$ cat src/sv/rfa_pkg.sv
`default_nettype none
// ----------------------------------------------------------------------------
// Rational fraction ALU package
// Shared codes, command and status types for the controller and datapath.
// ----------------------------------------------------------------------------
package rfa_pkg;

  localparam int VALUE_WIDTH_DEF = 32;
  localparam int DIGIT_W         = 8;

  localparam logic [2:0] REQ_ADD = 3'd0;
  localparam logic [2:0] REQ_SUB = 3'd1;
  localparam logic [2:0] REQ_MUL = 3'd2;
  localparam logic [2:0] REQ_DIV = 3'd3;
  localparam logic [2:0] REQ_GT  = 3'd4;
  localparam logic [2:0] REQ_GE  = 3'd5;
  localparam logic [2:0] REQ_LT  = 3'd6;
  localparam logic [2:0] REQ_LE  = 3'd7;

  localparam logic [3:0] ACT_NONE     = 4'd0;
  localparam logic [3:0] ACT_LATCH    = 4'd1;
  localparam logic [3:0] ACT_MUL_LOAD = 4'd2;
  localparam logic [3:0] ACT_MUL_STEP = 4'd3;
  localparam logic [3:0] ACT_MUL_FIX  = 4'd4;
  localparam logic [3:0] ACT_FORM     = 4'd5;
  localparam logic [3:0] ACT_SWAP     = 4'd6;
  localparam logic [3:0] ACT_DIV_LOAD = 4'd7;
  localparam logic [3:0] ACT_DIV_STEP = 4'd8;
  localparam logic [3:0] ACT_DIV_END  = 4'd9;
  localparam logic [3:0] ACT_OUT      = 4'd10;

  localparam logic [1:0] PROD_A = 2'd0;
  localparam logic [1:0] PROD_B = 2'd1;
  localparam logic [1:0] PROD_C = 2'd2;

  localparam logic [1:0] DIV_REM  = 2'd0;
  localparam logic [1:0] DIV_QNUM = 2'd1;
  localparam logic [1:0] DIV_QDEN = 2'd2;

  typedef struct packed {
    logic [3:0] act;
    logic [1:0] sel;
  } cmd_t;

  typedef struct packed {
    logic op_cmp;
    logic a_zero;
    logic b_zero;
    logic a_lt_b;
  } stat_t;

endpackage
`default_nettype wire

$ cat src/sv/rfa_in_if.sv
`default_nettype none
// ----------------------------------------------------------------------------
// Rational fraction ALU request channel
// Valid/ready channel carrying the opcode and two fractions.
// ----------------------------------------------------------------------------
interface rfa_in_if #(
  parameter int VALUE_WIDTH = rfa_pkg::VALUE_WIDTH_DEF
);
  logic                          valid;
  logic                          ready;
  logic [2:0]                    req_type;
  logic signed [VALUE_WIDTH-1:0] first_numerator;
  logic signed [VALUE_WIDTH-1:0] first_denominator;
  logic signed [VALUE_WIDTH-1:0] second_numerator;
  logic signed [VALUE_WIDTH-1:0] second_denominator;

  modport source (
    output valid, req_type, first_numerator, first_denominator,
           second_numerator, second_denominator,
    input  ready
  );

  modport sink (
    input  valid, req_type, first_numerator, first_denominator,
           second_numerator, second_denominator,
    output ready
  );
endinterface
`default_nettype wire

$ cat src/sv/rfa_out_if.sv
`default_nettype none
// ----------------------------------------------------------------------------
// Rational fraction ALU result channel
// Valid/ready channel carrying the reduced fraction and flags.
// ----------------------------------------------------------------------------
interface rfa_out_if #(
  parameter int VALUE_WIDTH = rfa_pkg::VALUE_WIDTH_DEF
);
  logic                          valid;
  logic                          ready;
  logic signed [VALUE_WIDTH-1:0] result_numerator;
  logic signed [VALUE_WIDTH-1:0] result_denominator;
  logic                          compare_true;
  logic                          overflow;
  logic                          zero_denominator;

  modport source (
    output valid, result_numerator, result_denominator, compare_true,
           overflow, zero_denominator,
    input  ready
  );

  modport sink (
    input  valid, result_numerator, result_denominator, compare_true,
           overflow, zero_denominator,
    output ready
  );
endinterface
`default_nettype wire

$ cat src/sv/rfa_dpath.sv
`default_nettype none
// ----------------------------------------------------------------------------
// Rational fraction ALU datapath
// Digit-serial multiplier, cross-product combine, Euclid remainder loop and
// restoring divider, result register. Driven one action per cycle.
// ----------------------------------------------------------------------------
module rfa_dpath #(
  parameter int VALUE_WIDTH = rfa_pkg::VALUE_WIDTH_DEF
) (
  input  wire logic                          clk,
  input  wire rfa_pkg::cmd_t                 cmd,
  output rfa_pkg::stat_t                     st,
  input  wire logic [2:0]                    req_type,
  input  wire logic signed [VALUE_WIDTH-1:0] first_numerator,
  input  wire logic signed [VALUE_WIDTH-1:0] first_denominator,
  input  wire logic signed [VALUE_WIDTH-1:0] second_numerator,
  input  wire logic signed [VALUE_WIDTH-1:0] second_denominator,
  output logic signed [VALUE_WIDTH-1:0]      result_numerator,
  output logic signed [VALUE_WIDTH-1:0]      result_denominator,
  output logic                               compare_true,
  output logic                               overflow,
  output logic                               zero_denominator
);

  localparam int W  = VALUE_WIDTH;
  localparam int DW = rfa_pkg::DIGIT_W;
  localparam int PW = ((W + DW - 1) / DW) * DW;

  function automatic logic [W-1:0] mag(input logic [W-1:0] x);
    return x[W-1] ? (~x + 1'b1) : x;
  endfunction

  logic [2:0]      op_r;
  logic [W-1:0]    n1_r, d1_r, n2_r, d2_r;
  logic [PW-1:0]   mcand_r, mplier_r;
  logic [2*PW-1:0] acc_r;
  logic            mneg_r;
  logic [W-1:0]    pa_r, pb_r, pc_r;
  logic            ova_r, ovb_r, ovc_r;
  logic [W-1:0]    num_r, den_r, a_r, b_r;
  logic            ov_r, cmp_r;
  logic [W-1:0]    dvs_r, rem_r, quo_r;
  logic            qneg_r;
  logic [W-1:0]    out_num_r, out_den_r;
  logic            out_cmp_r, out_ov_r, out_zden_r;

  logic [W-1:0]       mul_x, mul_y;
  logic [PW+DW-1:0]   pp, mul_sum;
  logic [2*PW+DW-1:0] acc_cat;
  logic [2*PW-1:0]    prod;
  logic               prod_ov;
  logic [W-1:0]       sum, diff, form_num, form_den;
  logic               add_ov, sub_ov, lt_lr, lt_rl, op_cmp, form_ov, form_cmp;
  logic [W:0]         div_t, div_sub;
  logic               div_ge;
  logic [W-1:0]       rem_next, mag_a, mag_b, div_dvd, div_dvs, div_src, div_res;
  logic               div_neg;

  always_comb begin
    unique case (cmd.sel)
      rfa_pkg::PROD_A: begin
        mul_x = n1_r;
        mul_y = (op_r == rfa_pkg::REQ_MUL) ? n2_r : d2_r;
      end
      rfa_pkg::PROD_B: begin
        mul_x = d1_r;
        mul_y = n2_r;
      end
      default: begin
        mul_x = d1_r;
        mul_y = d2_r;
      end
    endcase
  end

  assign pp      = {{DW{1'b0}}, mcand_r} * {{PW{1'b0}}, mplier_r[DW-1:0]};
  assign mul_sum = {{DW{1'b0}}, acc_r[2*PW-1:PW]} + pp;
  assign acc_cat = {mul_sum, acc_r[PW-1:0]};
  assign prod    = mneg_r ? (~acc_r + 1'b1) : acc_r;
  assign prod_ov = !((&prod[2*W-1:W-1]) || !(|prod[2*W-1:W-1]));

  assign op_cmp = op_r[2];
  assign sum    = pa_r + pb_r;
  assign diff   = pa_r - pb_r;
  assign add_ov = (pa_r[W-1] == pb_r[W-1]) && (sum[W-1] != pa_r[W-1]);
  assign sub_ov = (pa_r[W-1] != pb_r[W-1]) && (diff[W-1] != pa_r[W-1]);
  assign lt_lr  = $signed(pa_r) < $signed(pb_r);
  assign lt_rl  = $signed(pb_r) < $signed(pa_r);

  always_comb begin
    unique case (op_r)
      rfa_pkg::REQ_ADD: form_num = sum;
      rfa_pkg::REQ_SUB: form_num = diff;
      default:          form_num = pa_r;
    endcase
    form_den = (op_r == rfa_pkg::REQ_DIV) ? pb_r : pc_r;
    form_ov  = ova_r
             | ((op_r != rfa_pkg::REQ_MUL) & ovb_r)
             | (!op_cmp & (op_r != rfa_pkg::REQ_DIV) & ovc_r)
             | ((op_r == rfa_pkg::REQ_ADD) & add_ov)
             | ((op_r == rfa_pkg::REQ_SUB) & sub_ov);
    unique case (op_r)
      rfa_pkg::REQ_GT: form_cmp = lt_rl;
      rfa_pkg::REQ_GE: form_cmp = !lt_lr;
      rfa_pkg::REQ_LT: form_cmp = lt_lr;
      rfa_pkg::REQ_LE: form_cmp = !lt_rl;
      default:         form_cmp = 1'b0;
    endcase
  end

  assign mag_a    = mag(a_r);
  assign mag_b    = mag(b_r);
  assign div_t    = {rem_r, quo_r[W-1]};
  assign div_sub  = div_t - {1'b0, dvs_r};
  assign div_ge   = div_t >= {1'b0, dvs_r};
  assign rem_next = div_ge ? div_sub[W-1:0] : div_t[W-1:0];

  always_comb begin
    unique case (cmd.sel)
      rfa_pkg::DIV_REM: begin
        div_dvd = mag_a;
        div_dvs = mag_b;
        div_neg = a_r[W-1];
      end
      rfa_pkg::DIV_QNUM: begin
        div_dvd = mag(num_r);
        div_dvs = mag_a;
        div_neg = num_r[W-1] ^ a_r[W-1];
      end
      default: begin
        div_dvd = mag(den_r);
        div_dvs = mag_a;
        div_neg = den_r[W-1] ^ a_r[W-1];
      end
    endcase
    div_src = (cmd.sel == rfa_pkg::DIV_REM) ? rem_r : quo_r;
    div_res = qneg_r ? (~div_src + 1'b1) : div_src;
  end

  assign st.op_cmp = op_cmp;
  assign st.a_zero = (a_r == '0);
  assign st.b_zero = (b_r == '0);
  assign st.a_lt_b = mag_a < mag_b;

  always_ff @(posedge clk) begin
    unique case (cmd.act)
      rfa_pkg::ACT_LATCH: begin
        op_r <= req_type;
        n1_r <= first_numerator;
        d1_r <= first_denominator;
        n2_r <= second_numerator;
        d2_r <= second_denominator;
      end
      rfa_pkg::ACT_MUL_LOAD: begin
        mcand_r  <= PW'(mag(mul_x));
        mplier_r <= PW'(mag(mul_y));
        acc_r    <= '0;
        mneg_r   <= mul_x[W-1] ^ mul_y[W-1];
      end
      rfa_pkg::ACT_MUL_STEP: begin
        acc_r    <= acc_cat[2*PW+DW-1:DW];
        mplier_r <= mplier_r >> DW;
      end
      rfa_pkg::ACT_MUL_FIX: begin
        unique case (cmd.sel)
          rfa_pkg::PROD_A: begin
            pa_r  <= prod[W-1:0];
            ova_r <= prod_ov;
          end
          rfa_pkg::PROD_B: begin
            pb_r  <= prod[W-1:0];
            ovb_r <= prod_ov;
          end
          default: begin
            pc_r  <= prod[W-1:0];
            ovc_r <= prod_ov;
          end
        endcase
      end
      rfa_pkg::ACT_FORM: begin
        num_r <= form_num;
        den_r <= form_den;
        a_r   <= form_num;
        b_r   <= form_den;
        ov_r  <= form_ov;
        cmp_r <= form_cmp;
      end
      rfa_pkg::ACT_SWAP: begin
        a_r <= b_r;
        b_r <= a_r;
      end
      rfa_pkg::ACT_DIV_LOAD: begin
        rem_r  <= '0;
        quo_r  <= div_dvd;
        dvs_r  <= div_dvs;
        qneg_r <= div_neg;
      end
      rfa_pkg::ACT_DIV_STEP: begin
        rem_r <= rem_next;
        quo_r <= {quo_r[W-2:0], div_ge};
      end
      rfa_pkg::ACT_DIV_END: begin
        unique case (cmd.sel)
          rfa_pkg::DIV_REM: begin
            a_r <= b_r;
            b_r <= div_res;
          end
          rfa_pkg::DIV_QNUM: num_r <= div_res;
          default:           den_r <= div_res;
        endcase
      end
      rfa_pkg::ACT_OUT: begin
        out_num_r  <= op_cmp ? '0 : num_r;
        out_den_r  <= op_cmp ? '0 : den_r;
        out_cmp_r  <= cmp_r;
        out_ov_r   <= ov_r;
        out_zden_r <= !op_cmp && (den_r == '0);
      end
      default: begin
      end
    endcase
  end

  assign result_numerator   = out_num_r;
  assign result_denominator = out_den_r;
  assign compare_true       = out_cmp_r;
  assign overflow           = out_ov_r;
  assign zero_denominator   = out_zden_r;

endmodule
`default_nettype wire

$ cat src/sv/rfa_ctrl.sv
`default_nettype none
// ----------------------------------------------------------------------------
// Rational fraction ALU controller
// Sequences products, combine, Euclid loop and reduction; owns the handshakes.
// ----------------------------------------------------------------------------
module rfa_ctrl #(
  parameter int VALUE_WIDTH = rfa_pkg::VALUE_WIDTH_DEF
) (
  input  wire logic           clk,
  input  wire logic           rst_n,
  input  wire logic           in_valid,
  output logic                in_ready,
  output logic                out_valid,
  input  wire logic           out_ready,
  input  wire rfa_pkg::stat_t st,
  output rfa_pkg::cmd_t       cmd
);

  localparam int W      = VALUE_WIDTH;
  localparam int DW     = rfa_pkg::DIGIT_W;
  localparam int DIGITS = (W + DW - 1) / DW;
  localparam int CNT_W  = $clog2(W + 1);

  localparam logic [3:0] S_IDLE     = 4'd0;
  localparam logic [3:0] S_MUL_LOAD = 4'd1;
  localparam logic [3:0] S_MUL_STEP = 4'd2;
  localparam logic [3:0] S_MUL_FIX  = 4'd3;
  localparam logic [3:0] S_FORM     = 4'd4;
  localparam logic [3:0] S_GCD      = 4'd5;
  localparam logic [3:0] S_DIV_LOAD = 4'd6;
  localparam logic [3:0] S_DIV      = 4'd7;
  localparam logic [3:0] S_DIV_END  = 4'd8;
  localparam logic [3:0] S_DONE     = 4'd9;

  logic [3:0]       state_r, state_nxt;
  logic [CNT_W-1:0] cnt_r, cnt_nxt;
  logic [1:0]       sel_r, sel_nxt;
  logic             out_valid_r, out_valid_nxt;

  always_comb begin
    state_nxt = state_r;
    cnt_nxt   = cnt_r;
    sel_nxt   = sel_r;
    cmd.act   = rfa_pkg::ACT_NONE;
    cmd.sel   = sel_r;
    unique case (state_r)
      S_IDLE: begin
        if (in_valid) begin
          cmd.act   = rfa_pkg::ACT_LATCH;
          sel_nxt   = rfa_pkg::PROD_A;
          state_nxt = S_MUL_LOAD;
        end
      end
      S_MUL_LOAD: begin
        cmd.act   = rfa_pkg::ACT_MUL_LOAD;
        cnt_nxt   = '0;
        state_nxt = S_MUL_STEP;
      end
      S_MUL_STEP: begin
        cmd.act = rfa_pkg::ACT_MUL_STEP;
        cnt_nxt = cnt_r + 1'b1;
        if (cnt_r == CNT_W'(DIGITS - 1)) begin
          state_nxt = S_MUL_FIX;
        end
      end
      S_MUL_FIX: begin
        cmd.act = rfa_pkg::ACT_MUL_FIX;
        if (sel_r == rfa_pkg::PROD_C) begin
          state_nxt = S_FORM;
        end else begin
          sel_nxt   = sel_r + 1'b1;
          state_nxt = S_MUL_LOAD;
        end
      end
      S_FORM: begin
        cmd.act   = rfa_pkg::ACT_FORM;
        state_nxt = st.op_cmp ? S_DONE : S_GCD;
      end
      S_GCD: begin
        priority if (st.b_zero) begin
          if (st.a_zero) begin
            state_nxt = S_DONE;
          end else begin
            sel_nxt   = rfa_pkg::DIV_QNUM;
            state_nxt = S_DIV_LOAD;
          end
        end else if (st.a_lt_b) begin
          cmd.act = rfa_pkg::ACT_SWAP;
        end else begin
          sel_nxt   = rfa_pkg::DIV_REM;
          state_nxt = S_DIV_LOAD;
        end
      end
      S_DIV_LOAD: begin
        cmd.act   = rfa_pkg::ACT_DIV_LOAD;
        cnt_nxt   = '0;
        state_nxt = S_DIV;
      end
      S_DIV: begin
        cmd.act = rfa_pkg::ACT_DIV_STEP;
        cnt_nxt = cnt_r + 1'b1;
        if (cnt_r == CNT_W'(W - 1)) begin
          state_nxt = S_DIV_END;
        end
      end
      S_DIV_END: begin
        cmd.act = rfa_pkg::ACT_DIV_END;
        unique case (sel_r)
          rfa_pkg::DIV_REM: state_nxt = S_GCD;
          rfa_pkg::DIV_QNUM: begin
            sel_nxt   = rfa_pkg::DIV_QDEN;
            state_nxt = S_DIV_LOAD;
          end
          default: state_nxt = S_DONE;
        endcase
      end
      S_DONE: begin
        if (!out_valid_r || out_ready) begin
          cmd.act   = rfa_pkg::ACT_OUT;
          state_nxt = S_IDLE;
        end
      end
      default: state_nxt = S_IDLE;
    endcase
  end

  always_comb begin
    if (cmd.act == rfa_pkg::ACT_OUT) begin
      out_valid_nxt = 1'b1;
    end else if (out_ready) begin
      out_valid_nxt = 1'b0;
    end else begin
      out_valid_nxt = out_valid_r;
    end
  end

  always_ff @(posedge clk) begin
    if (!rst_n) begin
      state_r     <= S_IDLE;
      cnt_r       <= '0;
      sel_r       <= '0;
      out_valid_r <= 1'b0;
    end else begin
      state_r     <= state_nxt;
      cnt_r       <= cnt_nxt;
      sel_r       <= sel_nxt;
      out_valid_r <= out_valid_nxt;
    end
  end

  assign in_ready  = (state_r == S_IDLE);
  assign out_valid = out_valid_r;

`ifndef NO_ASSERTIONS
  a_accept_starts_mul: assert property (@(posedge clk) disable iff (!rst_n)
    (in_valid && in_ready) |=> (state_r == S_MUL_LOAD && sel_r == rfa_pkg::PROD_A))
    else $error("accepted item did not start the first product");

  a_out_slot_free: assert property (@(posedge clk) disable iff (!rst_n)
    (cmd.act == rfa_pkg::ACT_OUT) |-> (!out_valid_r || out_ready))
    else $error("result register overwritten while still held");

  a_valid_from_done: assert property (@(posedge clk) disable iff (!rst_n)
    $rose(out_valid_r) |-> ($past(state_r) == S_DONE))
    else $error("result shown without finishing an item");

  a_div_count: assert property (@(posedge clk) disable iff (!rst_n)
    (state_r == S_DIV) |-> (cnt_r < CNT_W'(W)))
    else $error("divider step count out of range");

  a_mul_count: assert property (@(posedge clk) disable iff (!rst_n)
    (state_r == S_MUL_STEP) |-> (cnt_r < CNT_W'(DIGITS)))
    else $error("multiplier digit count out of range");
`endif

endmodule
`default_nettype wire

$ cat src/sv/rational_fraction_alu_core.sv
`default_nettype none
// Each request runs three digit-serial products, the combine, the Euclid remainder
//   divisions with any operand swaps, then the two quotient divisions; compares stop
//   after the combine and 0/0 skips the divisions; a result still held adds a wait.
// The restoring divider retires one quotient bit per cycle.
// Throughput: one item at a time; the next is taken once the result is registered.
// Reset: synchronous active-low rst_n clears the sequencer and the result valid.
// ----------------------------------------------------------------------------
// Rational fraction ALU top level
// Fraction add/sub/mul/div with Euclid GCD reduction, and cross-product compares.
// ----------------------------------------------------------------------------
module rational_fraction_alu_core #(
  parameter int VALUE_WIDTH = rfa_pkg::VALUE_WIDTH_DEF
) (
  input wire logic clk,
  input wire logic rst_n,
  rfa_in_if.sink   in_ch,
  rfa_out_if.source out_ch
);

  rfa_pkg::cmd_t  cmd;
  rfa_pkg::stat_t st;

  rfa_ctrl #(
    .VALUE_WIDTH(VALUE_WIDTH)
  ) u_ctrl (
    .clk      (clk),
    .rst_n    (rst_n),
    .in_valid (in_ch.valid),
    .in_ready (in_ch.ready),
    .out_valid(out_ch.valid),
    .out_ready(out_ch.ready),
    .st       (st),
    .cmd      (cmd)
  );

  rfa_dpath #(
    .VALUE_WIDTH(VALUE_WIDTH)
  ) u_dpath (
    .clk               (clk),
    .cmd               (cmd),
    .st                (st),
    .req_type          (in_ch.req_type),
    .first_numerator   (in_ch.first_numerator),
    .first_denominator (in_ch.first_denominator),
    .second_numerator  (in_ch.second_numerator),
    .second_denominator(in_ch.second_denominator),
    .result_numerator  (out_ch.result_numerator),
    .result_denominator(out_ch.result_denominator),
    .compare_true      (out_ch.compare_true),
    .overflow          (out_ch.overflow),
    .zero_denominator  (out_ch.zero_denominator)
  );

endmodule
`default_nettype wire

$ cat src/flat_wrapper.sv
// flat-port wrapper written by rule: the top's interface ports become plain ports
module rational_fraction_alu_core_flat 
#(
  parameter int VALUE_WIDTH = rfa_pkg::VALUE_WIDTH_DEF
)
  (clk, rst_n, in_ch_valid, in_ch_req_type, in_ch_first_numerator, in_ch_first_denominator, in_ch_second_numerator, in_ch_second_denominator, in_ch_ready, out_ch_valid, out_ch_result_numerator, out_ch_result_denominator, out_ch_compare_true, out_ch_overflow, out_ch_zero_denominator, out_ch_ready);
  rfa_in_if #(.VALUE_WIDTH(VALUE_WIDTH)) in_ch_i ();
  rfa_out_if #(.VALUE_WIDTH(VALUE_WIDTH)) out_ch_i ();
  input wire logic clk;
  input wire logic rst_n;
  input wire logic [$bits(in_ch_i.valid)-1:0] in_ch_valid;
  input wire logic [$bits(in_ch_i.req_type)-1:0] in_ch_req_type;
  input wire logic [$bits(in_ch_i.first_numerator)-1:0] in_ch_first_numerator;
  input wire logic [$bits(in_ch_i.first_denominator)-1:0] in_ch_first_denominator;
  input wire logic [$bits(in_ch_i.second_numerator)-1:0] in_ch_second_numerator;
  input wire logic [$bits(in_ch_i.second_denominator)-1:0] in_ch_second_denominator;
  output wire logic [$bits(in_ch_i.ready)-1:0] in_ch_ready;
  output wire logic [$bits(out_ch_i.valid)-1:0] out_ch_valid;
  output wire logic [$bits(out_ch_i.result_numerator)-1:0] out_ch_result_numerator;
  output wire logic [$bits(out_ch_i.result_denominator)-1:0] out_ch_result_denominator;
  output wire logic [$bits(out_ch_i.compare_true)-1:0] out_ch_compare_true;
  output wire logic [$bits(out_ch_i.overflow)-1:0] out_ch_overflow;
  output wire logic [$bits(out_ch_i.zero_denominator)-1:0] out_ch_zero_denominator;
  input wire logic [$bits(out_ch_i.ready)-1:0] out_ch_ready;
  assign in_ch_i.valid = in_ch_valid;
  assign in_ch_i.req_type = in_ch_req_type;
  assign in_ch_i.first_numerator = in_ch_first_numerator;
  assign in_ch_i.first_denominator = in_ch_first_denominator;
  assign in_ch_i.second_numerator = in_ch_second_numerator;
  assign in_ch_i.second_denominator = in_ch_second_denominator;
  assign in_ch_ready = in_ch_i.ready;
  assign out_ch_valid = out_ch_i.valid;
  assign out_ch_result_numerator = out_ch_i.result_numerator;
  assign out_ch_result_denominator = out_ch_i.result_denominator;
  assign out_ch_compare_true = out_ch_i.compare_true;
  assign out_ch_overflow = out_ch_i.overflow;
  assign out_ch_zero_denominator = out_ch_i.zero_denominator;
  assign out_ch_i.ready = out_ch_ready;
  rational_fraction_alu_core #(.VALUE_WIDTH(VALUE_WIDTH)) u_core (.clk(clk), .rst_n(rst_n), .in_ch(in_ch_i), .out_ch(out_ch_i));
endmodule
$ cat config.mk
export PLATFORM = sky130hd
export DESIGN_NAME = rational_fraction_alu_core_flat
export DESIGN_NICKNAME = d
export VERILOG_FILES = /design/src/sv/rfa_pkg.sv /design/src/sv/rfa_in_if.sv /design/src/sv/rfa_out_if.sv /design/src/sv/rfa_dpath.sv /design/src/sv/rfa_ctrl.sv /design/src/sv/rational_fraction_alu_core.sv /design/src/flat_wrapper.sv
export SDC_FILE = /design/constraint.sdc
export NUM_CORES = 2
export LEC_CHECK = 0
export ABC_AREA = 1
export BUFFER_PORTS_ARGS = -buffer_cell sky130_fd_sc_hd__buf_4
export CAP_MARGIN = 0
export CORE_UTILIZATION = 59
export CTS_BUF_LIST = sky130_fd_sc_hd__clkbuf_16
export CTS_CLUSTER_SIZE = 8
export DETAILED_ROUTE_END_ITERATION = 8
export PLACE_DENSITY = 0.77
export REMOVE_ABC_BUFFERS = 1
export SLEW_MARGIN = 20
export SYNTH_ARGS = -nofsm -noshare
export SYNTH_HDL_FRONTEND = slang
export SYNTH_SLANG_ARGS = --single-unit
$ cat constraint.sdc
create_clock -name clk -period 15.65 [get_ports clk]
set_clock_uncertainty 0.1 [all_clocks]
set_input_delay 1.565 -clock clk [delete_from_list [all_inputs] [get_ports clk]]
set_output_delay 1.565 -clock clk [all_outputs]
set_load 0.1 [all_outputs]
* After elaboration in Yosys (flattened, before gate mapping)
Index checks and enable logic that the tools add are counted.
** Storage, ports and cells
- Flip-flop bits (word level) :: 666
- Latch bits :: 0
- Bits in writable memories :: 0
- ROM bits :: 0
- Input port bits :: 135
- Output and inout port bits :: 69
- Logic and storage cells :: 216
- Memories kept :: 0
** Operators by class
- $add $sub $neg :: 14
- Multipliers :: 1
- Div/mod/pow operators :: 0
- $lt $le $gt $ge :: 4
- Eq/ne operators :: 47
- Shift operators :: 0
- Mux-type cells :: 57
- Bitwise logic cells :: 21
- Reduce and logical (&&, ||, !) cells :: 37
** Operators with widths (number)
- two-way mux 32 bit :: 16
- one-hot mux 32 bit (2 select lines) :: 8
- adder 32 x 1 -> 32 bit (second input constant) :: 7
- inverter 32 bit :: 7
- one-hot mux 32 bit (3 select lines) :: 2
- one-hot mux 64 bit (2 select lines) :: 1
- logical NOT 32 bit :: 3
- < comparator 32 bit :: 3
- one-hot mux 4 bit (10 select lines) :: 2
- adder 64 x 1 -> 64 bit (second input constant) :: 1
- two-way mux 64 bit :: 1
- inverter 64 bit :: 1
- subtractor 32 bit :: 2
- adder 32 x 40 -> 40 bit :: 1
- multiplier 32 x 8 -> 40 bit :: 1
- two-way mux 4 bit :: 9
- greater-or-equal comparator 33 x 32 -> 1 bit :: 1
- AND reduction 33 bit :: 1
- OR reduction 33 bit :: 1
- adder 32 bit :: 1
- equality test 4 x 3 -> 1 bit (second input constant) :: 8
- two-way mux 31 bit :: 1
- equality test 4 bit (second input constant) :: 5
- equality test 4 x 2 -> 1 bit (second input constant) :: 4
- other kinds (41) :: 94

* Logic depth before layout (Yosys ltp)
- Depth in word-level cells :: 10
- Gate-level depth with buffers :: 26
- Gate-level depth less buffers :: 24

* Hierarchy
Synthesis repeated with hierarchy kept, for this count alone.
** Second synthesis, totals
- Cell total of the unflattened synthesis :: 6723
- Area, all modules :: 52257.6 µm²
** Modules (own cells, without submodules)
- rfa_dpath :: instances 1, cells an instance 6553, area each 51177.8 µm², seq. area each 19608.8 µm²
- rfa_ctrl :: instances 1, cells an instance 170, area each 1079.8 µm², seq. area each 260.2 µm²

* Worst setup path after synthesis
Ideal clock, no wire load.
- Kind :: register to register
- From :: register u_core.u_ctrl.state_r[0]
- To :: register u_core.u_dpath.d1_r[0], enable pin
- Setup time :: 0.624 ns
- Arrival :: 7.555 ns
- Required time :: 14.926 ns
- Slack :: 7.372 ns
- Cell stages (with the launch flop) :: 6
- Buffers on the path :: 0
- Period minus slack after synthesis :: 8.278 ns
- Path through :: dfxtp_1 nor2_1 inv_1 nor2_1 inv_1 nor2_1
** On the way
- Longest elaborated chain between the ends :: 3
- Elaborated cells between the ends (all ways) :: 12
- Classes of those cells :: eq/ne (10); mux (1); reduce/logical (1)
** RTL lines
- start: declaration :: RTL line rfa_ctrl.sv:35 : logic [3:0] state_r, state_nxt;
- start signal: assignment :: RTL line rfa_ctrl.sv:144 : state_r <= state_nxt;
- logical NOT 4 bit
- named net in_ch_ready :: RTL line flat_wrapper.sv:17 : output wire logic [$bits(in_ch_i.ready)-1:0] in_ch_ready;
- one-hot mux 4 bit (10 select lines) :: RTL line rfa_ctrl.sv:46 : unique case (state_r)
- equality test 4 x 1 -> 1 bit :: RTL line rfa_dpath.sv:146 : unique case (cmd.act)
- end signal: assignment :: RTL line rfa_dpath.sv:150 : d1_r <= first_denominator;
- end: declaration :: RTL line rfa_dpath.sv:34 : logic [W-1:0] n1_r, d1_r, n2_r, d2_r;
The timed path passes the listed nets, and every way through them passes these cells.
A chain may end at the register's enable or synchronous reset.

* Worst setup path in the final report
- From :: register u_core.u_dpath.b_r[0]
- To :: register u_core.u_dpath.a_r[2], enable pin
** On the way
- Longest elaborated chain between the ends :: 10
- Elaborated cells between the ends (all ways) :: 14
- Classes of those cells :: add/sub (1); order compare (1); eq/ne (4); mux (4); bitwise (1); reduce/logical (3)
** RTL lines
- start: declaration :: RTL line rfa_dpath.sv:40 : logic [W-1:0] num_r, den_r, a_r, b_r;
- start signal: assignment :: RTL line rfa_dpath.sv:184 : b_r <= form_den;
- start signal: assignment :: RTL line rfa_dpath.sv:190 : b_r <= a_r;
- start signal: assignment :: RTL line rfa_dpath.sv:206 : b_r <= div_res;
- inverter 32 bit :: RTL line rfa_dpath.sv:30 : return x[W-1] ? (~x + 1'b1) : x;
- adder 32 x 1 -> 32 bit :: RTL line rfa_dpath.sv:30
- two-way mux 32 bit :: RTL line rfa_dpath.sv:30
- < comparator 32 bit :: RTL line rfa_dpath.sv:143 : assign st.a_lt_b = mag_a < mag_b;
- two-way mux 3 bit :: RTL line rfa_ctrl.sv:87 : end else if (st.a_lt_b) begin
- two-way mux 3 bit (*) :: RTL line rfa_ctrl.sv:80 : priority if (st.b_zero) begin
- one-hot mux 4 bit (10 select lines) (*) :: RTL line rfa_ctrl.sv:46
- equality test 4 bit / equality test 4 x 3 -> 1 bit (equally long branches) :: RTL line rfa_dpath.sv:146
- != test 2 x 1 -> 1 bit (no line) / nonzero test 3 bit (equally long branches)
- AND reduction 2 bit (no line) (*)
- end signal: assignment :: RTL line rfa_dpath.sv:183 : a_r <= form_num;
- end signal: assignment :: RTL line rfa_dpath.sv:189 : a_r <= b_r;
- end signal: assignment :: RTL line rfa_dpath.sv:205 : a_r <= b_r;
- end: declaration :: RTL line rfa_dpath.sv:40
Mark *: on every way between the ends. The rest lies on a longest branch, timed or not.

==> results.yml <==
sta:
  clock.fmax_ghz: 0.160
  drv_slew: 0
  hold_violations: 0
  period_needed_ns: 6.25
  tns_ns: 0
  period_share_pct: 39.9
  grt_setup_unrepaired: "false"
  final-setup-viol-count: 0
  worstMarginPinSlew_ns: 1.36
  slew-limit-headroom_pct: 8.26
global_routing:
  grt_pass1_wl_um: 252000
  track_usage_pct: 36.9
  overflow: 0
  antenna_found_initial: 4
  grt_pass1_vias: 44800
  grt_max_degree: 77
synth:
  synth.most_common_cell: "nand2_1"
  ys_warn_count: 0
  synth_top_family_by_area: "simple AND/OR/NAND/NOR gates"
  synth-xor-area-share_pct: 3.47
  synth_edf_count: 653
  dominantRegCellSynth: "edfxtp_1"
  synthTopCellsByArea: "edfxtp_1, nand2_1, fa_1"
  synth_top_area_share_pct: 37.8
  synth_mux_area_share_pct: 0.116
  synth_fa_ha_area_share_pct: 13.9
  syn-cell-area_mm2: 0.0519
  ys_types: 64
  netlist_instances: 6673
  ys_async_sr_fraction_pct: 0
  ys_seq_area_share_pct: 38.3
  synth-seq-cells: 666
  synth_area_per_cell_um2: 7.78
  synth_common_cells: "nand2_1, inv_1, nor2_1"
  synthSimpleGateAreaFrac_pct: 24.9
  synth_largest_area_cell: "edfxtp_1"
  synth_compound_area_share_pct: 10.0
floorplan:
  die_w_um: 299
  rows: 108
  core_region_area_mm2: 0.0870
  dieArea_mm2: 0.0892
  initial_utilization_pct: 59.7
  boundaryPins: 204
  dieHeight_um: 299
drt:
  routed-via-count: 46200
  post-route-drc-count: 0
  first_iter_violations: 5217
  wl_um: 165000
  vias_per_cell: 5.79
  avgRoutedWirePerCell_um: 20.7
  first_pass_iters: 6
  ant_nets: 0
job:
  cap_viol_max_count: 0
clocking:
  clock_sinks: 666
  path_clk_slew_ns: 0.05
  clock_path_buffers: 3
  post_cts_resized: 0
  clk_latency_ns: 0.70
  cts_tree: "built"
  hold_buffers: 0
  post-cts-setup-buffers: 0
  htree_num_levels: 3
  cts_root_buf: "clkbuf_16"
  cts_buffers: 94
setup_path:
  critPathMostFrequentCell: "inv_1"
  worst_ep_arrival_time_ns: 6.46
  slowest_stage: "buf_4"
  crit_path_max_incr_delay_ns: 0.70
  path_max_fanout: 64
  critPathBufInv: 9
  critPathTopFamily: "simple AND/OR/NAND/NOR gates"
  timing.setup.critical_path_class: "reg -> reg"
  required_ns: 15.86
  cp-start-kind: "flop"
  end_kind: "flop"
placement:
  hpwl_um: 128000
  gp_congestion: 1.07
  portBuffers: 203
  placed_cells: 7855
run_status:
  status: "finished clean"
cells_and_area:
  nets: 7382
  drive_gt1_share_pct: 6.71
  area_growth_pct: 9.87
  fill_cells: 7524
  fin_cells: 7984
min_path:
  hold_class: "reg -> reg"
logic make-up after synthesis:
| family | after synthesis |
|---|---|
| AND/OR/NAND/NOR | 3157 |
| buffers and inverters | 1270 |
| AO/OA/AOI/OAI | 922 |
| flip-flops | 666 |
| adder cells (fa/ha/maj) | 446 |
| XOR/XNOR | 206 |
| multiplexers | 6 |
tightest hold or removal path, delay by kind of cell (launching register included):
family	cells	cell delay (ns)
flip-flops	1	0.32
AND/OR/NAND/NOR	1	0.06
AO/OA/AOI/OAI	1	0.05
final timing paths:
check | slack (ns) | to | from | cells past startpoint
worst max-delay path | 9.40 | u_core.u_dpath.a_r[2] | u_core.u_dpath.b_r[0] | 26
worst min-delay path | 0.38 | u_core.u_ctrl.cnt_r[1] | u_core.u_ctrl.cnt_r[1] | 2
worst max register to register | 9.40 | u_core.u_dpath.a_r[2] | u_core.u_dpath.b_r[0] | 26
worst min register to register | 0.38 | u_core.u_ctrl.cnt_r[1] | u_core.u_ctrl.cnt_r[1] | 2
cells in the final DEF, fill, tap and decap left out, types with 94 or more instances in the layout:
cell          n
ha_1        230
buf_4       246
nand2_1    1770
fa_1        215
clkbuf_16    94
edfxtp_1    653
nor2_1      757
o21ai_0     379
nand3_1     374
a21oi_1     279
xor2_1      173
inv_1      1053
flip-flops by register name, summed over array words and instances, names as in the netlist, 6 cells and up:
name,flops
u_core.u_dpath.acc_r,64
u_core.u_dpath.a_r,32
u_core.u_dpath.b_r,32
u_core.u_dpath.d1_r,32
u_core.u_dpath.d2_r,32
u_core.u_dpath.den_r,32
u_core.u_dpath.dvs_r,32
u_core.u_dpath.mcand_r,32
u_core.u_dpath.mplier_r,32
u_core.u_dpath.n1_r,32
u_core.u_dpath.n2_r,32
u_core.u_dpath.num_r,32
u_core.u_dpath.pa_r,32
u_core.u_dpath.pb_r,32
u_core.u_dpath.pc_r,32
u_core.u_dpath.quo_r,32
u_core.u_dpath.rem_r,32
u_core.u_dpath.result_denominator,32
u_core.u_dpath.result_numerator,32
u_core.u_ctrl.cnt_r,6
layer usage:
layer / up-vias / wire length, um / GRT usage, %
met5: - / 0 / 0
li1: 21700 / - / -
met4: 0 / 12000 / 23.8
met2: 2330 / 79200 / 62.8
met1: 21600 / 61500 / 44.0
met3: 556 / 12700 / 4.97
stage by stage:
| step | worst slack [ns] | hold slack [ns] | util (%) | area (um2) |
|---|---|---|---|---|
| final | 9.40 | 0.380 | 65.6 | 57100 |
| after global placement | 9.61 | 0.367 | 62.5 | 54400 |
| after CTS | 9.50 | 0.381 | 65.5 | 57000 |
| after global routing | 8.93 | 0.410 | 65.6 | 57100 |
| after detailed placement | 9.53 | 0.374 | 62.5 | 54400 |
| after floorplan | 7.37 | 0.300 | - | 51000 |
layout make-up:
cell class                      count  area [um2]  area share [%]
Tap cell                         1155        1450            2.53
Clock buffer                       94        2350            4.12
Multi-Input combinational cell   4737       27300            47.8
Clock inverter                     29         256           0.449
Sequential cell                   666       19900            34.8
Timing Repair Buffer              251        1920            3.37
Inverter                         1051        3950            6.92
Antenna cell                        1        2.50         0.00438
Power is left out: the tool's default activity adds up to more than one toggle a clock period on the data nets, which glitch-free logic cannot reach.
